$ cat src/rtl/page_frame_allocator_refcount_macros.svh
// Assertion macros for the page frame allocator.
`ifndef PAGE_FRAME_ALLOCATOR_REFCOUNT_MACROS_SVH
`define PAGE_FRAME_ALLOCATOR_REFCOUNT_MACROS_SVH

// Check cons in the same cycle as ante.
`define PFA_ASSERT_IMP(name, ck, rn, ante, cons, msg) \
    name: assert property (@(posedge ck) disable iff (!rn) (ante) |-> (cons)) \
        else $error(msg);

// Check cons in the cycle after ante.
`define PFA_ASSERT_NEXT(name, ck, rn, ante, cons, msg) \
    name: assert property (@(posedge ck) disable iff (!rn) (ante) |=> (cons)) \
        else $error(msg);

`endif

$ cat src/rtl/pfa_pkg.sv
package pfa_pkg;

    localparam int PAGES      = 32768;
    localparam int IDX_W      = (PAGES > 1) ? $clog2(PAGES) : 1;
    localparam int PAGE_SHIFT = 12;
    localparam int ADDR_W     = 32;
    localparam int PN_W       = 20;
    localparam int CNT_W      = 8;
    localparam int QDEPTH     = 2;
    localparam int QPTR_W     = $clog2(QDEPTH);
    localparam int QCNT_W     = $clog2(QDEPTH + 1);

    localparam logic [PN_W-1:0] BASE_RESET = PN_W'(524288);
    localparam logic [PN_W-1:0] END_RESET  = PN_W'(557056);

    typedef enum logic [1:0] {
        OP_ALLOC = 2'd0,
        OP_FREE  = 2'd1,
        OP_REF   = 2'd2,
        OP_DEREF = 2'd3
    } op_t;

    typedef enum logic [1:0] {
        ST_OK        = 2'd0,
        ST_BAD_ADDR  = 2'd1,
        ST_NO_MEM    = 2'd2,
        ST_COUNT_ERR = 2'd3
    } status_t;

    typedef enum logic {
        CFG_BASE = 1'b0,
        CFG_END  = 1'b1
    } cfg_idx_t;

    typedef enum logic [1:0] {
        BK_CLEAR = 2'd0,
        BK_IDLE  = 2'd1,
        BK_EXEC  = 2'd2
    } back_state_t;

    typedef struct packed {
        op_t              op;
        logic             bad;
        logic [IDX_W-1:0] idx;
    } item_t;

    typedef struct packed {
        logic             valid;
        logic [IDX_W-1:0] idx;
    } link_t;

    typedef struct packed {
        logic empty;
        logic full;
    } q_stat_t;

endpackage

$ cat src/rtl/pfa_queue.sv
module pfa_queue (
    input  logic             clk,
    input  logic             rst_n,
    input  logic             push,
    input  pfa_pkg::item_t   push_item,
    input  logic             pop,
    output pfa_pkg::item_t   pop_item,
    output pfa_pkg::q_stat_t q_stat
);
    import pfa_pkg::*;

    item_t             slot_reg [QDEPTH];
    logic [QPTR_W-1:0] wr_ptr_reg, wr_ptr_next;
    logic [QPTR_W-1:0] rd_ptr_reg, rd_ptr_next;
    logic [QCNT_W-1:0] count_reg, count_next;

    function automatic logic [QPTR_W-1:0] ptr_inc(input logic [QPTR_W-1:0] p);
        return (p == QPTR_W'(QDEPTH - 1)) ? '0 : p + 1'b1;
    endfunction

    always_comb
    begin
        wr_ptr_next = push ? ptr_inc(wr_ptr_reg) : wr_ptr_reg;
        rd_ptr_next = pop ? ptr_inc(rd_ptr_reg) : rd_ptr_reg;
        count_next  = count_reg;
        if (push && !pop)
        begin
            count_next = count_reg + 1'b1;
        end
        else if (pop && !push)
        begin
            count_next = count_reg - 1'b1;
        end
    end

    always_ff @(posedge clk or negedge rst_n)
    begin
        if (!rst_n)
        begin
            wr_ptr_reg <= '0;
            rd_ptr_reg <= '0;
            count_reg  <= '0;
        end
        else
        begin
            wr_ptr_reg <= wr_ptr_next;
            rd_ptr_reg <= rd_ptr_next;
            count_reg  <= count_next;
        end
    end

    always_ff @(posedge clk)
    begin
        if (push)
        begin
            slot_reg[wr_ptr_reg] <= push_item;
        end
    end

    assign pop_item     = slot_reg[rd_ptr_reg];
    assign q_stat.empty = (count_reg == '0);
    assign q_stat.full  = (count_reg == QCNT_W'(QDEPTH));

endmodule

$ cat config.mk
export PLATFORM = sky130hd
export DESIGN_NAME = pfa_queue
export DESIGN_NICKNAME = d
export VERILOG_FILES = /design/src/rtl/page_frame_allocator_refcount_macros.svh /design/src/rtl/pfa_pkg.sv /design/src/rtl/pfa_queue.sv
export SDC_FILE = /design/constraint.sdc
export NUM_CORES = 1
export LEC_CHECK = 0
export BUFFER_PORTS_ARGS = -buffer_cell sky130_fd_sc_hd__buf_2
export CORE_MARGIN = 5
export CORE_UTILIZATION = 46
export DETAILED_ROUTE_END_ITERATION = 12
export PLACE_DENSITY_LB_ADDON = 0.15
export RECOVER_POWER = 100
export SLEW_MARGIN = 20
export SYNTH_ARGS = -nofsm -noshare
export SYNTH_HDL_FRONTEND = slang
export SYNTH_SLANG_ARGS = --single-unit
$ cat constraint.sdc
create_clock -name clk -period 1.8 [get_ports clk]
set_clock_uncertainty 0.1 [all_clocks]
set_input_delay 0.27 -clock clk [delete_from_list [all_inputs] [get_ports clk]]
set_output_delay 0.27 -clock clk [all_outputs]
set_load 0.02 [all_outputs]
**Word level (Yosys, flattened, before mapping)**

Memory sizes are Yosys's and may differ from the RTL's.
Cells that the tools add are included.

- Flip-flop bits (word level): 4
- Memory bits (writable): 36
- Input bits: 22
- Output and inout bits: 20
- Word-level logic and storage cells: 21
- Memories: 1

- $add $sub $neg: 4
- Equality and inequality tests: 1
- Muxes and demuxes: 6
- Reduce and logical (&&, ||, !) cells: 6

Memory list:

| name | depth | width | read ports | clocked after memory_dff | wr ports | RTL line | source |
|---|---|---|---|---|---|---|---|
| slot_reg | 2 | 18 | 1 | 0 | 1 | pfa_queue.sv:12 | `item_t slot_reg [QDEPTH];` |

Operators with widths:

| cell | number |
|---|---|
| $mux W1 | 4 |
| $mux W2 | 2 |
| $add A1 B1 Y1 const B | 2 |
| $add A2 B1 Y2 const B | 1 |
| $eq A2 B2 Y1 const B | 1 |
| $logic_and A1 B1 Y1 | 2 |
| $logic_not A1 Y1 | 2 |
| $logic_not A2 Y1 | 1 |
| $reduce_bool A2 Y1 | 1 |
| $sub A2 B1 Y2 const B | 1 |

**Longest topological paths before layout**

- Word-level depth: 4
- Mapped depth: 5
- Gate-level depth less buffers: 5

**Least setup slack after synthesis**

Ideal clock, no wire load.

- Kind: register -> register
- From: reg wr_ptr_reg
- To: mem slot_reg[0][0] in the netlist's numbering, enable pin
- Setup time: 0.395 ns
- Data arrival time: 1.227 ns
- Data required time: 1.305 ns
- Path slack: 0.079 ns
- Stages on the path, launching flop included: 2
- Path buffers: 0
- Period minus slack after synthesis: 1.721 ns
- Path through: dfrtp_1 -> nor2b_1

RTL lines:

| what | RTL line | source |
|---|---|---|
| start: declaration | pfa_queue.sv:13 | `logic [QPTR_W-1:0] wr_ptr_reg, wr_ptr_next;` |
| start signal: assignment | pfa_queue.sv:46 | `wr_ptr_reg <= wr_ptr_next;` |
| end: declaration | pfa_queue.sv:12 |  |

No word-level cell before the write port.

==> metrics.md <==
| Metric | Value |
|---|---|
| Nets | `between 150 and 200` |
| Final Hold Vio Count | `0` |
| Max Cap Viol | `0` |
| CP required | `about 1.4 ns` |
| Largest net degree at the start of global routing | `13` |
| Cells on worst reg2reg path | `2` |
| Clock sink total | `40` |
| Pre-CTS WS | `around 0.33 ns` |
| Die Y | `just under 70 um` |
| Period utilization | `slightly below 100%` |
| H-tree levels | `2` |
| Mux share of post-synthesis cell area | `15.4%` |
| Syn avg cell area | `approximately 21 sq um` |
| Leak Pwr | `around 0.88 nW` |
| Via Count | `~860` |
| Vias in the first global route | `837` |
| Most frequent cells in the layout | `edfxtp_1 (36), buf_6 (18), dlygate4sd3_1 (17)` |
| Reg2Reg Launch Point | `wr_ptr_reg$_DFFE_PN0P_` |
| DR pass1 iterations | `4` |
| Worst rel slew slack | `between 80% and 90%` |
| Number of placement rows | `21` |
| WL final | `2650 um` |
| First-pass GRT wire length | `3670 um` |
| Worst Path Buf+Inv | `2` |
| Die Wd | `67.8 um` |
| Starting Density | `between 40% and 50%` |
| WHS Endpoint | `slot_reg[1][13]$_DFFE_PP_` |
| Peak supply drop | `roughly 0.00079 V` |
| Crit. End Element | `primary output` |
| Critical Path Start Type | `register` |
| Clock root buffer | `clkbuf_4` |
| Final Slew Violations | `0` |
| Met1 WL | `~1100 um` |
| Yosys cell types | `13` |
| Wire per inst | `roughly 14 um` |
| DR iter-0 viols | `38` |
| Clock slew at reported path FFs | `approximately 0.11 ns` |
| Max FO, Critical Path | `6` |
| Vias/cell | `between 4 and 5` |
| Post-synthesis sequential area ratio | `about three quarters` |
| Global placement routability congestion | `0.685` |
| Post-synthesis net count | `95` |
| Commonest non-fill, non-tap cell in the layout | `edfxtp_1` |
| Worst Hold Depth | `1` |
| Worst R2R End | `slot_reg[0][6]$_DFFE_PP_` |
| Mapped Cells | `between 70 and 80` |
| Met3 wire len | `171 um` |
| FMAX | `roughly 560 MHz` |
| Cells along the critical path | `clkbuf_16 > mux2_4 > buf_6` |
| Top sig layer | `met4` |
| Synth-to-Final Area Change | `43.8%` |
| Total GRT Usage | `between 10% and 20%` |
| DRC Markers | `0` |
| Largest family of logic cells by synthesized area | `multiplexers` |
| # diodes | `0` |
| CTS buffer count | `5` |
| Finished Cell Area | `2210 sq um` |
| Post-Syn Area | `between 1500 and 2000 sq um` |
| CP max-delay cell | `dfrtp_2` |
| Placed cell area | `between 1500 and 2000 sq um` |
| Clock Latency Late Sink | `between 0.3 and 0.4 ns` |
| CTS max path bufs | `2` |
| GRT Residual Overflow | `0` |
| Core Region | `between 3000 and 4000 sq um` |
| XOR/XNOR Fraction of Synth Area | `under 10%` |
| R2R Setup Slk | `~0.63 ns` |
| Worst-margin pin slew | `about 0.21 ns` |
| Post-synthesis simple-gate area fraction | `under 10%` |
| Met2 wire length | `1380 um` |
| Antenna violations before repair | `0` |
| Final setup viols | `0` |
| Delay-heaviest family, CP | `flip-flops` |
| Largest area contributor in the netlist | `edfxtp_1` |
| Yosys warns | `0` |
| HP Start | `push_item[13]` |
| Min-delay worst type | `primary input to register` |
| Status | `finished, final reports clean` |
| Synthesized flop and latch total | `40` |
| Pwr dens | `around 1500 nW/um^2` |
| Post-synthesis compound-gate area fraction | `0%` |
| Final setup margin | `about 0.019 ns` |
| Hold slack | `0.0372 ns` |
| Max reg flops | `36` |
| Area share of fa/ha/maj cells after synthesis | `0.815%` |
| Crit path time final | `1.78 ns` |
| Share of layout cells above drive strength 1 | `roughly 44%` |
| Slowest stage delay, CP | `around 0.47 ns` |
| Routed Antenna Nets | `0` |
| Placed wire-length estimate | `1690 um` |
| CP arrival | `~1.4 ns` |
| Area share of the largest cell type after synthesis | `70.4%` |
| CTS tree | `yes` |
| RSZ-0062 raised after global routing | `yes` |
| Boundary Pins | `between 40 and 50` |
| Crit Path Class | `register to primary output` |
| Die area | `roughly 4600 sq um` |
| Port-buffer cells | `41` |
| Largest cells by area after synthesis | `edfxtp_1 (70%), mux2_4 (8.8%), mux2_2 (6.6%), dfrtp_1 (6.5%), xor2_1 (2.3%)` |
[area by class of cell]
class	instances	area (sq um)
multi-input combinational	29	329
sequential	40	1180
clock buffer	6	41.3
timing repair buffer	66	559
tap	46	57.6
inverter	1	3.75
clock inverter	2	35.0
fill	242	1080
[timing repair]
action | in CTS | in global routing
setup endpoints to repair | 12 | 18
hold buffers | 6 | 11
resized for setup | 1 | 40
gates cloned | 0 | 1
setup buffers | 0 | 1
hold endpoints to repair | 14 | 20
[cell families (layout without fill, tap and decap cells)]
family	count (synthesis)	count (layout)
xor gates and xnor gates	5	5
DFF	40	40
buffers and inverters	3	75
adders and majority gates	1	1
and+or+nand+nor	5	5
muxes	18	18
[through the flow]
stage / setup TNS [ns] / total power [mW] / cells / util [%]
after floorplan: 0 / 2.13 / 72 / -
after global placement: 0 / 2.41 / 163 / 55.2
after detailed placement: 0 / 2.43 / 163 / 55.2
after CTS: -0.0338 / 3.01 / 177 / 59.5
after global routing: -0.586 / 3.52 / 190 / 67.2
final: 0 / 3.35 / 190 / 67.2
[power breakdown]
group          internal, mW  switching, mW  total (mW)
clock network         0.291          0.266       0.557
logic                 0.799          0.651        1.45
registers              1.24         0.0975        1.34
[how the worst max path moves through the flow]
stage | start | end | cells past startpoint
after floorplan | wr_ptr_reg$_DFFE_PN0P_ | slot_reg[0][0]$_DFFE_PP_ | 1
after global placement | rd_ptr_reg$_DFFE_PN0P_ | pop_item[8] | 3
after detailed placement | rd_ptr_reg$_DFFE_PN0P_ | pop_item[8] | 3
after CTS | rd_ptr_reg$_DFFE_PN0P_ | pop_item[8] | 3
after global routing | rd_ptr_reg$_DFFE_PN0P_ | pop_item[6] | 3
final | rd_ptr_reg$_DFFE_PN0P_ | pop_item[12] | 3
[layer usage]
| layer | global-route usage [%] | up-vias |
|---|---|---|
| li1 | - | 412 |
| met1 | 12.0 | 406 |
| met2 | 19.0 | 32 |
| met3 | 6.49 | 5 |
| met4 | 4.47 | 0 |
| met5 | 0 | - |
[Yosys cell counts]
cell and instances:
dfrtp_1 4, nor2b_1 2, nor2_1 2, xor2_1 4, ha_1 1, and2_1 1, buf_12 1, buf_6 1
inv_1 1, mux2_4 9, mux2_2 9, xnor2_1 1, edfxtp_1 36
No activity file was read; power rests on OpenSTA's default activity.
