File: config.mk
export PLATFORM = sky130hd
export DESIGN_NAME = pfa_front
export DESIGN_NICKNAME = d
export VERILOG_FILES = /design/src/rtl/page_frame_allocator_refcount_macros.svh /design/src/rtl/pfa_pkg.sv /design/src/rtl/pfa_front.sv
export SDC_FILE = /design/constraint.sdc
export NUM_CORES = 1
export LEC_CHECK = 0
export BUFFER_PORTS_ARGS = -buffer_cell sky130_fd_sc_hd__buf_2
export CORE_ASPECT_RATIO = 1.4
export CORE_MARGIN = 2
export CORE_UTILIZATION = 30
export DETAILED_ROUTE_END_ITERATION = 16
export GPL_TIMING_DRIVEN = 0
export PLACE_DENSITY = 0.64
export SETUP_SLACK_MARGIN = 0.2
export SYNTH_ARGS = -nofsm -noshare
export SYNTH_HDL_FRONTEND = slang
export SYNTH_SLANG_ARGS = --single-unit
File: constraint.sdc
create_clock -name vclk -period 2.8
set_input_delay 0.42 -clock vclk [all_inputs]
set_output_delay 0.42 -clock vclk [all_outputs]
set_load 0.1 [all_outputs]
File: src/rtl/page_frame_allocator_refcount_macros.svh
// Assertion macros for the page frame allocator.
`ifndef PAGE_FRAME_ALLOCATOR_REFCOUNT_MACROS_SVH
`define PAGE_FRAME_ALLOCATOR_REFCOUNT_MACROS_SVH

// Check cons in the same cycle as ante.
`define PFA_ASSERT_IMP(name, ck, rn, ante, cons, msg) \
    name: assert property (@(posedge ck) disable iff (!rn) (ante) |-> (cons)) \
        else $error(msg);

// Check cons in the cycle after ante.
`define PFA_ASSERT_NEXT(name, ck, rn, ante, cons, msg) \
    name: assert property (@(posedge ck) disable iff (!rn) (ante) |=> (cons)) \
        else $error(msg);

`endif

File: src/rtl/pfa_pkg.sv
package pfa_pkg;

    localparam int PAGES      = 32768;
    localparam int IDX_W      = (PAGES > 1) ? $clog2(PAGES) : 1;
    localparam int PAGE_SHIFT = 12;
    localparam int ADDR_W     = 32;
    localparam int PN_W       = 20;
    localparam int CNT_W      = 8;
    localparam int QDEPTH     = 2;
    localparam int QPTR_W     = $clog2(QDEPTH);
    localparam int QCNT_W     = $clog2(QDEPTH + 1);

    localparam logic [PN_W-1:0] BASE_RESET = PN_W'(524288);
    localparam logic [PN_W-1:0] END_RESET  = PN_W'(557056);

    typedef enum logic [1:0] {
        OP_ALLOC = 2'd0,
        OP_FREE  = 2'd1,
        OP_REF   = 2'd2,
        OP_DEREF = 2'd3
    } op_t;

    typedef enum logic [1:0] {
        ST_OK        = 2'd0,
        ST_BAD_ADDR  = 2'd1,
        ST_NO_MEM    = 2'd2,
        ST_COUNT_ERR = 2'd3
    } status_t;

    typedef enum logic {
        CFG_BASE = 1'b0,
        CFG_END  = 1'b1
    } cfg_idx_t;

    typedef enum logic [1:0] {
        BK_CLEAR = 2'd0,
        BK_IDLE  = 2'd1,
        BK_EXEC  = 2'd2
    } back_state_t;

    typedef struct packed {
        op_t              op;
        logic             bad;
        logic [IDX_W-1:0] idx;
    } item_t;

    typedef struct packed {
        logic             valid;
        logic [IDX_W-1:0] idx;
    } link_t;

    typedef struct packed {
        logic empty;
        logic full;
    } q_stat_t;

endpackage

File: src/rtl/pfa_front.sv
module pfa_front (
    input  logic                          in_valid,
    output logic                          in_stall,
    input  logic [1:0]                    op,
    input  logic [pfa_pkg::ADDR_W-1:0]    page_addr,
    input  logic [pfa_pkg::PN_W-1:0]      base_page,
    input  logic [pfa_pkg::PN_W-1:0]      end_page,
    input  logic                          clearing,
    input  pfa_pkg::q_stat_t              q_stat,
    output logic                          push,
    output pfa_pkg::item_t                item
);
    import pfa_pkg::*;

    logic [PN_W-1:0] pn;
    logic [PN_W-1:0] off;
    logic            in_range;
    logic            misaligned;
    op_t             op_dec;

    always_comb
    begin
        op_dec     = op_t'(op);
        pn         = page_addr[ADDR_W-1:PAGE_SHIFT];
        off        = pn - base_page;
        in_range   = (pn >= base_page) && (pn < end_page)
                     && ({1'b0, off} < (PN_W + 1)'(PAGES));
        misaligned = (page_addr[PAGE_SHIFT-1:0] != '0);
        item.op    = op_dec;
        item.idx   = off[IDX_W-1:0];
        case (op_dec)
            OP_ALLOC:         item.bad = 1'b0;
            OP_FREE:          item.bad = !in_range || misaligned;
            OP_REF, OP_DEREF: item.bad = !in_range;
            default:          item.bad = 1'b1;
        endcase
    end

    assign in_stall = clearing | q_stat.full;
    assign push     = in_valid & ~in_stall;

endmodule

==> After elaboration in Yosys (flattened, before gate mapping) <==
Index checks and enable logic that the tools add are counted.
{ "totals": {"inputBits": 78, "regBits": 0, "elab_cells": 18, "output_inout_bits": 20} }
{ "classes": {"n_bitwise": 3, "n_eq_ne": 3, "order_cmp": 3, "n_mux": 1, "n_addsub": 1, "n_reduce_logical": 7} }
{ "ops": {"columns": ["op", "count"], "rows": [
  ["$ge 20x20->1", 1],
  ["$lt 20x16->1 const B", 1],
  ["$lt 20x20->1", 1],
  ["$sub 20x20->20", 1],
  ["$reduce_bool 12->1", 1],
  ["$eq 2x2->1 const B", 2],
  ["$pmux 1 s3", 1],
  ["$eq 2x1->1 const B", 1],
  ["$logic_and 1x1->1", 2],
  ["$logic_not 2->1", 1],
  ["$reduce_or 2->1", 1],
  ["$and 1x1->1", 1],
  ["$logic_not 1->1", 1],
  ["$logic_or 1x1->1", 1],
  ["$not 1->1", 1],
  ["$or 1x1->1", 1]
]} }

==> Logic depth before layout (Yosys ltp) <==
Gate-level depths: netlist of the first run.
{ "depth": {"ltp_word": 6, "depth_mapped": 11} }

==> Least setup slack after synthesis of the first run <==
OpenSTA, ideal clock, no wires.
{ "synth_timing": {"path_kind": "input port to output port", "from": "input port page_addr[12] in the netlist's numbering", "to": "output port item[14] in the netlist's numbering", "arrival_time_ns": 3.650, "required_ns": 2.380, "stages": 11, "path_buffers": 0, "setup_slack_ns": -1.270, "path_cell_list": "inv_1 -> ha_1 -> fa_1 -> nor2b_1 -> o2111ai_1 -> a21o_1 -> a31oi_1 -> a21o_1 -> a21o_1 -> a21oi_1 -> xnor2_1"} }
{ "synth_lines": {"columns": ["item", "line_no", "text"], "rows": [
  ["start: declaration", "pfa_front.sv:5", "input logic [pfa_pkg::ADDR_W-1:0] page_addr,"],
  ["end: declaration", "pfa_front.sv:11", "output pfa_pkg::item_t item"]
]} }

==> impl_metrics.env, run 1 <==
export IMPL_status="complete, but fails checks"
export IMPL_violations="setup timing"
export IMPL_vias_per_cell=5.101
export IMPL_grt_max_degree=10
export IMPL_synth_distinct_cells=44
export IMPL_path_cells="buf_8 > inv_12 > ha_4 > fa_2 > nor2b_4 > o2111ai_4 > a21o_1 > a31oi_2 > buf_4 > nand3_1 > a31oi_2 > a41oi_4 > buf_12"
export IMPL_grt_pass1_wl_um=8335
export IMPL_cp_required_ns=2.38
export IMPL_antenna_found_initial=0
export IMPL_firstDrtPassIters=4
export IMPL_place_detailed_hpwl_um=4438
export IMPL_ctsHoldBuffers=0
export IMPL_final_hold_viol_count=0
export IMPL_nNetsFinal=471
export IMPL_final_common_cell="buf_2"
export IMPL_cap_viol_max_count=0
export IMPL_syn_inst=243
export IMPL_portBuffers=97
export IMPL_routed_wl_um=5251
export IMPL_dp_slack_ns=-0.6179
export IMPL_synth_simple_area_share_pct=22.60
export IMPL_fin_crit_sh_pct=106.2
export IMPL_ir_drop_mv=0.2594
export IMPL_grt_usage_pct=16.42
export IMPL_path_class="input pin to primary output"
export IMPL_grt_overflow_total=0
export IMPL_busiest_layer="met2"
export IMPL_clock_buffers=0
export IMPL_clock_fmax_mhz=336.3
export IMPL_die_area_um2=6097
export IMPL_synth_nets=361
export IMPL_critPathBufInv=4
export IMPL_synth_top_family_by_area="adder cells"
export IMPL_vias=2127
export IMPL_synth_xor_area_share_pct=5.860
export IMPL_grtUsageMet3_pct=0.7435
export IMPL_finalCriticalPeriod_ns=2.974
export IMPL_synth_compound_area_share_pct=27.70
export IMPL_numSequentialCells=0
export IMPL_rsz0062_at_grt="yes"
export IMPL_syn_cell_area_um2=1644
export IMPL_routabilityCongestion=0.8050
export IMPL_crit_top_cell="a31oi_2"
export IMPL_crit_fanout=3
export IMPL_final_cells=417
export IMPL_ant_nets=0
export IMPL_dp_cells=406
export IMPL_maxSlewViolCount=0
export IMPL_max_slew_margin_rel_pct=67.30
export IMPL_crit_path_end_kind="primary output"
export IMPL_wl_per_cell_um=12.59
export IMPL_ys_seq_area_share_pct=0
export IMPL_drive_gt1_share_pct=48.15
export IMPL_critPathLaunchType="input pin"
export IMPL_fin_util_pct=54.24
export IMPL_drtIter0Drc=62
export IMPL_cp_top_family="compound AO/OA/AOI/OAI gates"
export IMPL_synth_adder_area_share_pct=30.90
export IMPL_route_detailed_drc=0
export IMPL_die_height_um=91.59
export IMPL_fp_row_count=31
export IMPL_syn_area_per_cell_um2=6.766
export IMPL_fp_coreArea_um2=5236
export IMPL_min_path_type="input pin to primary output"
export IMPL_globalRouteMet2Util_pct=33.08
export IMPL_yosys_mux_area_fraction_pct=0.6088
export IMPL_finalSetupViolCount=3
export IMPL_grt_pass1_vias=2052
export IMPL_worst_slack_ns=-0.1739
export IMPL_use_met1_pct=18.52
export IMPL_cpPeakStageDelay_ns=0.37
export IMPL_setup_tns_ns=-0.3143
export IMPL_die_x_um=66.57
export IMPL_fill_cells=512
export IMPL_initial_core_util_pct=31.40
export IMPL_mostFrequentLayoutCells="buf_2, inv_1, ha_1, nor2_1, buf_4"
export IMPL_worst_pin_slew_ns=0.4938
export IMPL_leakage_nw=1.476
export IMPL_arrival_ns=2.55
export IMPL_power_density_nw_per_um2=347.9
export IMPL_regArea_um2=0
export IMPL_synthToLayoutAreaGrowth_pct=72.75
export IMPL_synth_warnings=0
export IMPL_ios=98
export IMPL_cpMaxStageDelayCell="fa_2"
export IMPL_antenna_cells=0
export IMPL_total_power_w=0.0009880
## repair_timing
item                                   4_1_cts  5_1_grt
endpoints found under the hold margin        0        0
resized for setup                           64       18
buffers inserted                             8        3
pin swaps                                   14       16
setup endpoints to repair                    9       10
## stage by stage
| stage | area, um2 | hold slack (ns) |
|---|---|---|
| after detailed placement | 2436 | 1.300 |
| final | 2840 | 1.299 |
| after CTS | 2725 | 1.301 |
| after global routing | 2840 | 1.312 |
| after global placement | 2436 | 1.297 |
| after floorplan | 1868 | 1.052 |
## layout make-up
cell class / count / area, um2 / area share, %
Multi-Input combinational cell: 191 / 1842 / 64.85
Buffer: 3 / 22.52 / 0.7930
Timing Repair Buffer: 108 / 694.4 / 24.45
Tap cell: 66 / 82.58 / 2.907
Inverter: 49 / 198.9 / 7.004
## synthesized netlist by cell type, types with 4 or more instances
| cell | number | area [um2] |
|---|---|---|
| nand4_1 | 4 | 25.02 |
| xnor2_1 | 7 | 61.31 |
| nand2_1 | 5 | 18.77 |
| o21ai_0 | 10 | 50.05 |
| a31oi_1 | 7 | 43.79 |
| xor2_1 | 4 | 35.03 |
| nor2_1 | 20 | 75.07 |
| nand2b_1 | 4 | 25.02 |
| nand3_1 | 7 | 35.03 |
| nor2b_1 | 6 | 37.54 |
| and3_1 | 5 | 31.28 |
| a21o_1 | 9 | 67.56 |
| ha_1 | 39 | 488.0 |
| inv_1 | 49 | 183.9 |
| a21oi_1 | 18 | 90.09 |
| nor3_1 | 6 | 30.03 |
## kinds of logic (layout without fill, tap and decap cells)
logic type	count (synthesis)	after routing
and+or+nand+nor	70	70
AOI/OAI and AO/OA	69	69
buffers and inverters	52	160
adders and majority gates	40	40
xor gates and xnor gates	11	11
muxes	1	1
## worst paths after layout
check,from,end,cells past startpoint
hold / removal,in_valid,push,4
setup / recovery,page_addr[12],item[15],13
## metal layers
metal,routed length (um),share of wire (%),vias to the layer above
li1,-,-,1079
met1,2009,38,981
met2,2963,56,63
met3,247,4.7,4
met4,31,0.59,0
met5,0,0,-
## report_power, final
group	total, W	leakage, nW	switching (W)	internal [W]
sequential	0	0	0	0
combinational	0.000988	1.48	0.000637	0.000351
clock	0	0	0	0
Note: power is estimated with default switching activity, not from simulation.
==> inputs of run 2 (changes only) <==
--- a/config.mk
+++ b/config.mk
@@ -7,7 +7,7 @@
 export LEC_CHECK = 0
 export BUFFER_PORTS_ARGS = -buffer_cell sky130_fd_sc_hd__buf_2
 export CORE_ASPECT_RATIO = 1.4
-export CORE_MARGIN = 2
+export CORE_MARGIN = 4
 export CORE_UTILIZATION = 30
 export DETAILED_ROUTE_END_ITERATION = 16
 export GPL_TIMING_DRIVEN = 0
==> run 2 against run 1 <==
Effect of this change:
- the flow still finishes with violations (setup timing)
- count of clock-buffer cells in the layout stayed put
- setup slack better by 0.015 ns
- worst hold slack improved by 0.0067 ns
- critical path depth down 2
- maximum frequency is 0.49% higher
- utilization down 0.24 points
- sequential cell count did not move
- global-route usage down 1.3 points
- combinational power up 0.6%
- sequential share of layout area stayed put
- routed wire length rose by 2.3%
- critical path type unchanged
- largest cell class unchanged
==> impl_metrics.env, run 2 (synthesis gave the netlist of run 1 again) <==
export IMPL_status="complete, but fails checks"
export IMPL_violations="setup timing"
export IMPL_worst_pin_slew_ns=0.4951
export IMPL_route_detailed_drc=0
export IMPL_switching_share_pct=63.90
export IMPL_cp_required_ns=2.38
export IMPL_portBuffers=97
export IMPL_grt_max_degree=10
export IMPL_routed_wl_um=5374
export IMPL_ios=98
export IMPL_seqPwrFrac_pct=0
export IMPL_synthToLayoutAreaGrowth_pct=71.99
export IMPL_numSequentialCells=0
export IMPL_grt_usage_pct=15.13
export IMPL_p_clk_share_pct=0
export IMPL_antenna_found_initial=0
export IMPL_routabilityCongestion=0.8491
export IMPL_path_class="input pin to primary output"
export IMPL_final_common_cell="buf_2"
export IMPL_fill_cells=525
export IMPL_place_detailed_hpwl_um=4672
export IMPL_antenna_cells=0
export IMPL_grt_pass1_wl_um=8763
export IMPL_crit_path_end_kind="primary output"
export IMPL_drtIter0Drc=105
export IMPL_min_delay_start="in_valid"
export IMPL_die_area_um2=6745
export IMPL_rsz0062_at_grt="yes"
export IMPL_fp_row_count=31
export IMPL_wl_per_cell_um=12.86
export IMPL_die_height_um=95.59
export IMPL_mostFrequentLayoutCells="buf_2, inv_1, ha_1, nor2_1, buf_4"
export IMPL_power_density_nw_per_um2=351.4
export IMPL_min_path_type="input pin to primary output"
export IMPL_ir_drop_mv=0.3154
export IMPL_max_slew_margin_rel_pct=67.22
export IMPL_finalSetupViolCount=3
export IMPL_postPlaceCellArea_um2=2436
export IMPL_vias_per_cell=5.014
export IMPL_ctsHoldBuffers=0
export IMPL_cpMaxStageDelayCell="a21oi_1"
export IMPL_whs_ns=1.306
export IMPL_cpPeakStageDelay_ns=0.31
export IMPL_fin_crit_sh_pct=105.7
export IMPL_grt_overflow_total=0
export IMPL_firstDrtPassIters=5
export IMPL_crit_fanout=3
export IMPL_hold_path_end="push"
export IMPL_fp_coreArea_um2=5236
export IMPL_vias=2096
export IMPL_setup_tns_ns=-0.3810
export IMPL_ant_nets=0
export IMPL_total_power_w=0.0009938
export IMPL_multi_input_area_um2=1793
export IMPL_die_x_um=70.57
export IMPL_maxSlewViolCount=0
export IMPL_path_cells="buf_8 > ha_4 > a21o_1 > a21oi_1 > a21o_1 > a31oi_2 > a21o_1 > a21o_1 > a21oi_4 > xnor2_4 > buf_12"
export IMPL_initial_core_util_pct=31.40
export IMPL_critPathBufInv=2
export IMPL_worst_slack_ns=-0.1593
export IMPL_clock_fmax_mhz=337.9
export IMPL_nNetsFinal=472
export IMPL_critPathLaunchType="input pin"
export IMPL_power_frac_comb_pct=100.0
export IMPL_leakage_nw=1.484
export IMPL_internal_power_w=0.0003588
export IMPL_finalCriticalPeriod_ns=2.959
export IMPL_final_hold_viol_count=0
export IMPL_cap_viol_max_count=0
export IMPL_min_path_cells=4
export IMPL_final_area_um2=2828
export IMPL_cp_top_family="compound AO/OA/AOI/OAI gates"
export IMPL_switchingPower_w=0.0006350
export IMPL_clock_buffers=0
export IMPL_arrival_ns=2.54
export IMPL_crit_top_cell="a21o_1"
export IMPL_drive_gt1_share_pct=47.16
export IMPL_regArea_um2=0
export IMPL_dp_slack_ns=-0.6119
export IMPL_grt_pass1_vias=2082
[run 2: cell type report]
type	instances	area share [%]
Multi-Input combinational cell	191	63.41
Timing Repair Buffer	109	25.93
Inverter	49	7.035
Tap cell	66	2.920
Buffer	3	0.7080
[run 2: routing by layer]
| layer | GRT usage (%) | wire, um | share of wire [%] |
|---|---|---|---|
| met2 | 31.95 | 2996 | 56 |
| met4 | 0.7837 | 14 | 0.26 |
| met3 | 0.9494 | 311 | 5.8 |
| met1 | 16.99 | 2051 | 38 |
| met5 | 0 | 0 | 0 |
[run 2: per-stage QoR]
| stage | utilization [%] | std cells |
|---|---|---|
| final | 54.00 | 418 |
| after global routing | 54.00 | 418 |
| after CTS | 52.00 | 413 |
| after detailed placement | 46.52 | 406 |
| after global placement | 46.52 | 406 |
| after floorplan | - | 243 |
[run 2: repair_timing]
item	CTS	global route
gates resized for setup	67	15
buffers inserted	7	5
pin swaps	16	10
setup endpoints to repair	10	9
[run 2: tightest hold or removal path, stage by stage]
cell and delay [ns]:
buf_2 0.10, inv_1 0.05, nor2_2 0.03, buf_2 0.28
[run 2: power by group through the flow]
| stage | combinational (W) | clock, W | sequential (W) |
|---|---|---|---|
| 4_1_cts | 0.000957 | 0 | 0 |
| 3_3_place_gp | 0.000834 | 0 | 0 |
| 5_1_grt | 0.00106 | 0 | 0 |
| 6_report | 0.000994 | 0 | 0 |
| 2_1_floorplan | 0.000677 | 0 | 0 |
| 3_5_place_dp | 0.000841 | 0 | 0 |
[run 2: how the worst max path moves through the flow]
stage,from,end,slack [ns],cells after the start
floorplan,page_addr[12],item[14],-0.27,11
global placement,page_addr[12],item[14],-0.60,13
detailed placement,page_addr[12],item[14],-0.61,13
CTS,page_addr[29],item[15],-0.14,10
global route,base_page[9],item[15],-0.27,11
finish,page_addr[16],item[14],-0.16,11
==> inputs of run 3 (changes only) <==
--- a/config.mk
+++ b/config.mk
@@ -5,13 +5,13 @@
 export SDC_FILE = /design/constraint.sdc
 export NUM_CORES = 1
 export LEC_CHECK = 0
-export BUFFER_PORTS_ARGS = -buffer_cell sky130_fd_sc_hd__buf_2
 export CORE_ASPECT_RATIO = 1.4
 export CORE_MARGIN = 4
 export CORE_UTILIZATION = 30
 export DETAILED_ROUTE_END_ITERATION = 16
+export DONT_BUFFER_PORTS = 1
 export GPL_TIMING_DRIVEN = 0
-export PLACE_DENSITY = 0.64
+export PLACE_DENSITY = 0.49
 export SETUP_SLACK_MARGIN = 0.2
 export SYNTH_ARGS = -nofsm -noshare
 export SYNTH_HDL_FRONTEND = slang
==> run 3 against run 2 <==
Effect of this change:
- the run still ends with setup timing left
- die area is the same
- via count shrank 18%
- highest routed layer unchanged
- largest power group unchanged
- total power shrank 15%
- critical path depth is the same
==> impl_metrics.env, run 3 (synthesis gave the netlist of run 1 again) <==
export IMPL_finalCriticalPeriod_ns=3.128
export IMPL_routabilityCongestion=0.7764
export IMPL_nNetsFinal=376
export IMPL_wl_per_cell_um=15.58
export IMPL_max_slew_margin_rel_pct=16.28
export IMPL_critPathLaunchType="input pin"
export IMPL_multi_input_area_um2=1902
export IMPL_min_path_type="input pin to primary output"
export IMPL_final_common_cell="inv_1"
export IMPL_fp_row_count=31
export IMPL_power_density_nw_per_um2=364.6
export IMPL_regArea_um2=0
export IMPL_numSequentialCells=0
export IMPL_postPlaceCellArea_um2=1966
export IMPL_ant_nets=0
export IMPL_ir_drop_mv=0.1881
export IMPL_antenna_found_initial=0
export IMPL_portBuffers=0
export IMPL_fill_cells=534
export IMPL_cp_startpoint="page_addr[12]"
export IMPL_grt_usage_pct=13.91
export IMPL_ios=98
export IMPL_vias_per_cell=5.323
export IMPL_cp_required_ns=2.38
export IMPL_grt_max_degree=10
export IMPL_drive_gt1_share_pct=27.73
export IMPL_cpMaxStageDelayCell="xnor2_4"
export IMPL_finalSetupViolCount=3
export IMPL_mostFrequentLayoutCells="inv_1, ha_1, nor2_1, buf_4, a21oi_1"
export IMPL_synthToLayoutAreaGrowth_pct=40.26
export IMPL_drtIter0Drc=22
export IMPL_p_clk_share_pct=0
export IMPL_seqPwrFrac_pct=0
export IMPL_arrival_ns=2.71
export IMPL_crit_fanout=3
export IMPL_violations="setup timing"
export IMPL_place_detailed_hpwl_um=4321
export IMPL_initial_core_util_pct=31.40
export IMPL_fp_coreArea_um2=5236
export IMPL_cpPeakStageDelay_ns=0.59
export IMPL_worst_pin_slew_ns=1.250
export IMPL_route_detailed_drc=0
export IMPL_setup_tns_ns=-0.6517
export IMPL_die_area_um2=6745
export IMPL_dp_cells=309
export IMPL_antenna_cells=0
export IMPL_die_x_um=70.57
export IMPL_cap_viol_max_count=0
export IMPL_routed_wl_um=5017
export IMPL_hold_path_end="item[16]"
export IMPL_internal_power_w=0.0002432
export IMPL_power_frac_comb_pct=100.0
export IMPL_die_height_um=95.59
export IMPL_grt_pass1_vias=1742
export IMPL_maxSlewViolCount=0
export IMPL_firstDrtPassIters=4
export IMPL_min_path_cells=1
export IMPL_leakage_nw=1.078
export IMPL_worst_slack_ns=-0.3281
export IMPL_ctsHoldBuffers=0
export IMPL_rsz0062_at_grt="yes"
export IMPL_final_area_um2=2306
export IMPL_grt_overflow_total=0
export IMPL_switchingPower_w=0.0005975
export IMPL_path_cells="inv_12 > ha_4 > fa_2 > nor2b_4 > o2111ai_2 > a21o_1 > a31oi_4 > a21o_4 > a21o_1 > a21oi_4 > xnor2_4"
export IMPL_clock_fmax_mhz=319.7
export IMPL_clock_buffers=0
export IMPL_vias=1714
export IMPL_path_class="input pin to primary output"
export IMPL_crit_top_cell="a21o_1"
export IMPL_crit_path_end_kind="primary output"
export IMPL_final_cells=322
export IMPL_status="complete, but fails checks"
export IMPL_final_hold_viol_count=0
export IMPL_fin_crit_sh_pct=111.7
export IMPL_total_power_w=0.0008407
export IMPL_switching_share_pct=71.08
export IMPL_grt_pass1_wl_um=7886
export IMPL_min_delay_start="op[0]"
==> run 3: cell count changes in the layout (fill, tap and decap cells not counted), moves of 3 or more <==
| cell | delta |
|---|---|
| buf_2 | -84 |
| ha_2 | -4 |
| buf_8 | -3 |
| xnor2_1 | -3 |
| ha_4 | +5 |
| buf_12 | -7 |
| buf_6 | -4 |
==> run 3: timing repair <==
| action | in CTS | in global routing |
|---|---|---|
| resized for setup | 21 | 26 |
| pin swaps | 14 | 11 |
| setup endpoints to repair | 10 | 10 |
| buffers inserted | 8 | 5 |
==> run 3: worst max-delay path: cells and delay by family <==
kind | cells | cell delay [ns]
and+or+nand+nor | 1 | 0.13
buffers and inverters | 1 | 0.01
xor gates and xnor gates | 1 | 0.59
adders and majority gates | 2 | 0.51
AOI/OAI and AO/OA | 6 | 1.03
==> run 3: metal layers <==
| layer | track usage [%] | vias up | part of all wire (%) |
|---|---|---|---|
| met3 | 3.586 | 6 | 6.8 |
| li1 | - | 888 | - |
| met5 | 0 | - | 0 |
| met1 | 15.49 | 764 | 38 |
| met4 | 1.567 | 0 | 1.2 |
| met2 | 27.11 | 56 | 54 |
==> run 3: per-stage QoR <==
stage / setup WS (ns) / hold slack, ns / utilization (%)
detailed placement: -0.5357 / 1.054 / 37.54
floorplan: -0.2701 / 1.052 / -
global route: -0.4145 / 1.055 / 44.04
finish: -0.3281 / 1.054 / 44.04
CTS: -0.3532 / 1.054 / 40.60
global placement: -0.5434 / 1.054 / 37.25
==> run 3: area by class of cell <==
class	instances	area share, %
buffer	3	0.8682
inverter	49	8.844
multi-input combinational	191	82.47
tap	66	3.581
timing repair buffer	13	4.232
==> run 3: power groups by stage <==
stage / logic, W / registers, W / clock network, W
2_1_floorplan: 0.000677 / 0 / 0
3_3_place_gp: 0.000742 / 0 / 0
3_5_place_dp: 0.000747 / 0 / 0
4_1_cts: 0.000789 / 0 / 0
5_1_grt: 0.000896 / 0 / 0
6_report: 0.000841 / 0 / 0
==> run 3: how the worst max path moves through the flow <==
stage               end  slack (ns)
2_1_floorplan  item[14]       -0.27
3_3_place_gp   item[14]       -0.54
3_5_place_dp   item[14]       -0.54
4_1_cts        item[15]       -0.35
5_1_grt        item[15]       -0.41
6_report       item[14]       -0.33
